File: config.mk
export PLATFORM = sky130hd
export DESIGN_NAME = psrb_cell
export DESIGN_NICKNAME = d
export VERILOG_FILES = /design/src/hdl/psrb_pkg.sv /design/src/hdl/psrb_cell.sv
export SDC_FILE = /design/constraint.sdc
export NUM_CORES = 1
export LEC_CHECK = 0
export BUFFER_PORTS_ARGS = -buffer_cell sky130_fd_sc_hd__buf_2
export CORE_ASPECT_RATIO = 1.2
export CORE_UTILIZATION = 47
export DETAILED_ROUTE_END_ITERATION = 10
export HOLD_SLACK_MARGIN = 0.05
export PLACE_DENSITY = 0.87
export SKIP_CTS_REPAIR_TIMING = 1
export SYNTH_ARGS = -nofsm -noshare
export SYNTH_HDL_FRONTEND = slang
export SYNTH_SLANG_ARGS = --single-unit
File: constraint.sdc
create_clock -name clk -period 3.8 [get_ports clk]
set_input_delay 0 -clock clk [delete_from_list [all_inputs] [get_ports clk]]
set_output_delay 0 -clock clk [all_outputs]
set_load 0.005 [all_outputs]
File: src/hdl/psrb_pkg.sv
package psrb_pkg;

  localparam int ADDR_W = 32;
  localparam int CFG_W  = 16;
  localparam int TIMER_W = 16;

  localparam logic [15:0] THRESHOLD_RESET = 16'd40;
  localparam logic [15:0] WINDOW_RESET    = 16'd1;

  typedef enum logic {
    REQ_PACKET = 1'b0,
    REQ_TICK   = 1'b1
  } req_type_t;

  typedef enum logic {
    CFG_THRESHOLD = 1'b0,
    CFG_WINDOW    = 1'b1
  } cfg_idx_t;

  typedef struct packed {
    req_type_t         req_type;
    logic [ADDR_W-1:0] src_addr;
  } in_t;

  typedef struct packed {
    logic [ADDR_W-1:0] blocked_addr;
    logic              stored;
    logic              last;
  } out_t;

  typedef enum logic [1:0] {
    CELL_HOLD,
    CELL_LOOKUP,
    CELL_SHIFT
  } cell_op_t;

  typedef struct packed {
    cell_op_t          op;
    logic [ADDR_W-1:0] key;
    logic              any_hit;
  } cell_ctl_t;

  typedef enum logic [2:0] {
    ST_IDLE,
    ST_LOOKUP,
    ST_HEAD,
    ST_BREAD,
    ST_BCMP,
    ST_REPORT,
    ST_FLUSH
  } state_t;

endpackage

File: src/hdl/psrb_cell.sv
module psrb_cell #(
  parameter int COUNT_BITS = 16
) (
  input  logic                        clk,
  input  psrb_pkg::cell_ctl_t         ctl,
  input  logic                        slot_valid,
  input  logic                        slot_free,
  input  logic [psrb_pkg::ADDR_W-1:0] nb_addr,
  input  logic [COUNT_BITS-1:0]       nb_count,
  output logic                        hit,
  output logic [psrb_pkg::ADDR_W-1:0] addr,
  output logic [COUNT_BITS-1:0]       count
);
  import psrb_pkg::*;

  logic [ADDR_W-1:0]     addr_r, addr_nxt;
  logic [COUNT_BITS-1:0] count_r, count_nxt;

  assign hit   = slot_valid && (addr_r == ctl.key);
  assign addr  = addr_r;
  assign count = count_r;

  always_comb begin
    addr_nxt  = addr_r;
    count_nxt = count_r;
    case (ctl.op)
      CELL_LOOKUP: begin
        if (hit) begin
          if (count_r != '1) begin
            count_nxt = count_r + 1'b1;
          end
        end else if (!ctl.any_hit && slot_free) begin
          addr_nxt  = ctl.key;
          count_nxt = COUNT_BITS'(1);
        end
      end
      CELL_SHIFT: begin
        addr_nxt  = nb_addr;
        count_nxt = nb_count;
      end
      default: begin
      end
    endcase
  end

  always_ff @(posedge clk) begin
    addr_r  <= addr_nxt;
    count_r <= count_nxt;
  end

endmodule

==> impl_metrics.yaml <==
status:
  status: "finished, final reports clean"
die:
  die_width_um: 72.62
  io_pins: 135
  die-area_um2: 6299
  die_h_um: 86.75
  start_util_pct: 49.30
  row_count: 30
  core_um2: 5705
sta:
  min_period_over_period_pct: 76.23
  worstMarginPinSlew_ns: 0.7441
  relSlewSlack_pct: 50.39
  fmax_mhz: 345.2
  setup_viol: 0
  drv_slew: 0
  final-hold-violation-count: 0
  rsz0062_at_grt: "false"
  min_period_ns: 2.897
  setup_tns_ns: 0
  clock_skew_ns: 0.005088
cts:
  cts_root_buffer: "clkbuf_8"
  clk_pin_slew_ns: 0.08
  cts_buffers: 5
  clkSinkCount: 48
  htreeDepth: 2
  insertion_delay_ns: 0.29
  ctsLongestPathBuffers: 2
  cts_tree: "yes"
worst_setup_path:
  critPathRequiredTime_ns: 3.81
  end_kind: "flip-flop"
  worstSetupPathType: "flip-flop to flip-flop"
  path_max_fanout: 32
  worstPathArrival_ns: 2.91
  startpoint_type: "flip-flop"
yosys:
  ys_seq_area_share_pct: 51.25
  synth_cells: 229
  synth_cell_type_count: 35
  synth_area_um2: 2813
  ys_async_sr_fraction_pct: 0
  ys_ff_latch: 48
  ys_top_cells_by_area: "edfxtp_1, mux2_2, xor2_1"
  ys.flop_type: "edfxtp_1"
  synth_edf_count: 48
  synthesis.nets: 318
  syn_avg_cell_area_um2: 12.28
  synth_top_area_cell: "edfxtp_1"
  synth_warnings: 0
  yosysTopAreaCellShare_pct: 51.25
cells_and_area:
  stdcell_area_um2: 4265
  drive_gt1_share_pct: 42.06
  syn_to_final_growth_pct: 51.65
  final_common_cell: "buf_2"
  antennaDiodeCount: 0
  final_cells: 508
  most-common-layout-cells: "buf_2, dlygate4sd3_1, edfxtp_1"
  num-fill-cells: 387
  nets: 517
detailed_routing:
  remaining_drc_errors: 0
  vias: 2620
  routedWlPerCell_um: 16.90
  dr.pass1.iters: 6
  wl_mm: 8.585
  drtIter0Drc: 118
  viasPerCell: 5.157
  antenna_left: 0
hold_path:
  worst_hold_path_type: "input port to flip-flop"
place:
  dpl_cell_area_um2: 3558
  place_congestion: 0.8025
  dpl.hpwl_mm: 5.228
  dp_cells: 438
  io_buffers: 134
global_route:
  overflow: 0
  first_global_vias: 2280
  grt_max_degree: 38
  antenna_found_initial: 0
  grt_pass1_wl_mm: 10.12
  grt_use_total_pct: 20.95
power_and_ir_drop:
  total_power_mw: 1.322
  vdd_drop_max_uv: 216.4
  leakagePower_nw: 1.784
  p_per_area_nw_per_um2: 309.9
job:
  cap_violations: 0
critical path, cell delays in order, from the launching register on:
cell and delay [ns]:
edfxtp_1 0.43, xnor2_1 0.20, o211ai_1 0.11, or4_1 0.54, or4_1 0.74, a41o_1 0.32
buf_4 0.27
kinds of logic (layout without fill, tap and decap cells):
family / Yosys count / count (layout) / share of synthesized area, %
buf+inv: 22 / 221 / 3.781
compound gates: 28 / 28 / 8.808
mux: 29 / 29 / 11.61
simple gates: 58 / 58 / 10.45
fa+ha+maj: 3 / 3 / 1.335
flops: 48 / 48 / 51.25
xor+xnor: 41 / 41 / 12.77
final cells by class:
class                   count  area [µm²]  area share, %
clock buffers               5       68.82          1.613
clock inverters             2       7.507         0.1760
inverters                  13       48.80          1.144
multi-input cells         159        1267          29.72
flip-flops and latches     48        1441          33.79
well taps                  80       100.1          2.347
repair buffers            201        1331          31.21
through the flow:
step | hold WS (ns) | setup WS [ns] | util [%]
3_3_place_gp | 0.2821 | 1.060 | 62.37
4_1_cts | -0.02259 | 1.001 | 63.71
3_5_place_dp | 0.2868 | 1.020 | 62.37
6_report | 0.04085 | 0.9031 | 74.76
2_1_floorplan | 0.1896 | 0.5926 | -
5_1_grt | 0.05453 | 0.8395 | 74.76
state kept, by name, indices dropped and copies added (netlist names):
signal	cells
addr	32
count	16
cells in the mapped netlist, types with 3 or more instances:
master     n
edfxtp_1  48
xnor2_1   15
inv_1     13
ha_1       3
o31ai_2    6
o31ai_1    7
and3_1     5
buf_1      5
o21ai_0    4
nand3_1    7
mux2_2    29
nand2_1   22
xor2_1    26
nor2_1     4
nor4_1     5
nand4_1    6
power breakdown:
group          internal (mW)  switching (mW)  total, mW  leakage (nW)
clock network          0.122           0.160      0.282        0.0391
registers              0.650          0.0526      0.703         0.447
logic                  0.188           0.150      0.337          1.30
total                  0.960           0.362       1.32          1.78
final timing paths:
check / startpoint / endpoint / slack [ns] / cells after the start
setup / recovery: addr[10] / addr[3] / 0.90 / 6
hold / removal: ctl[23] / addr[22] / 0.04 / 2
setup reg to reg: addr[10] / addr[3] / 0.90 / 6
hold reg to reg: count[0] / count[0] / 0.75 / 2
per-layer routing:
metal / up-vias / routed length (µm) / global-route usage (%)
li1: 1246 / - / -
met1: 1237 / 3093 / 24.19
met2: 123 / 4814 / 38.57
met3: 14 / 502 / 4.070
met4: 0 / 175 / 6.595
met5: - / 0 / 0
(Power assumes the default switching activity.)
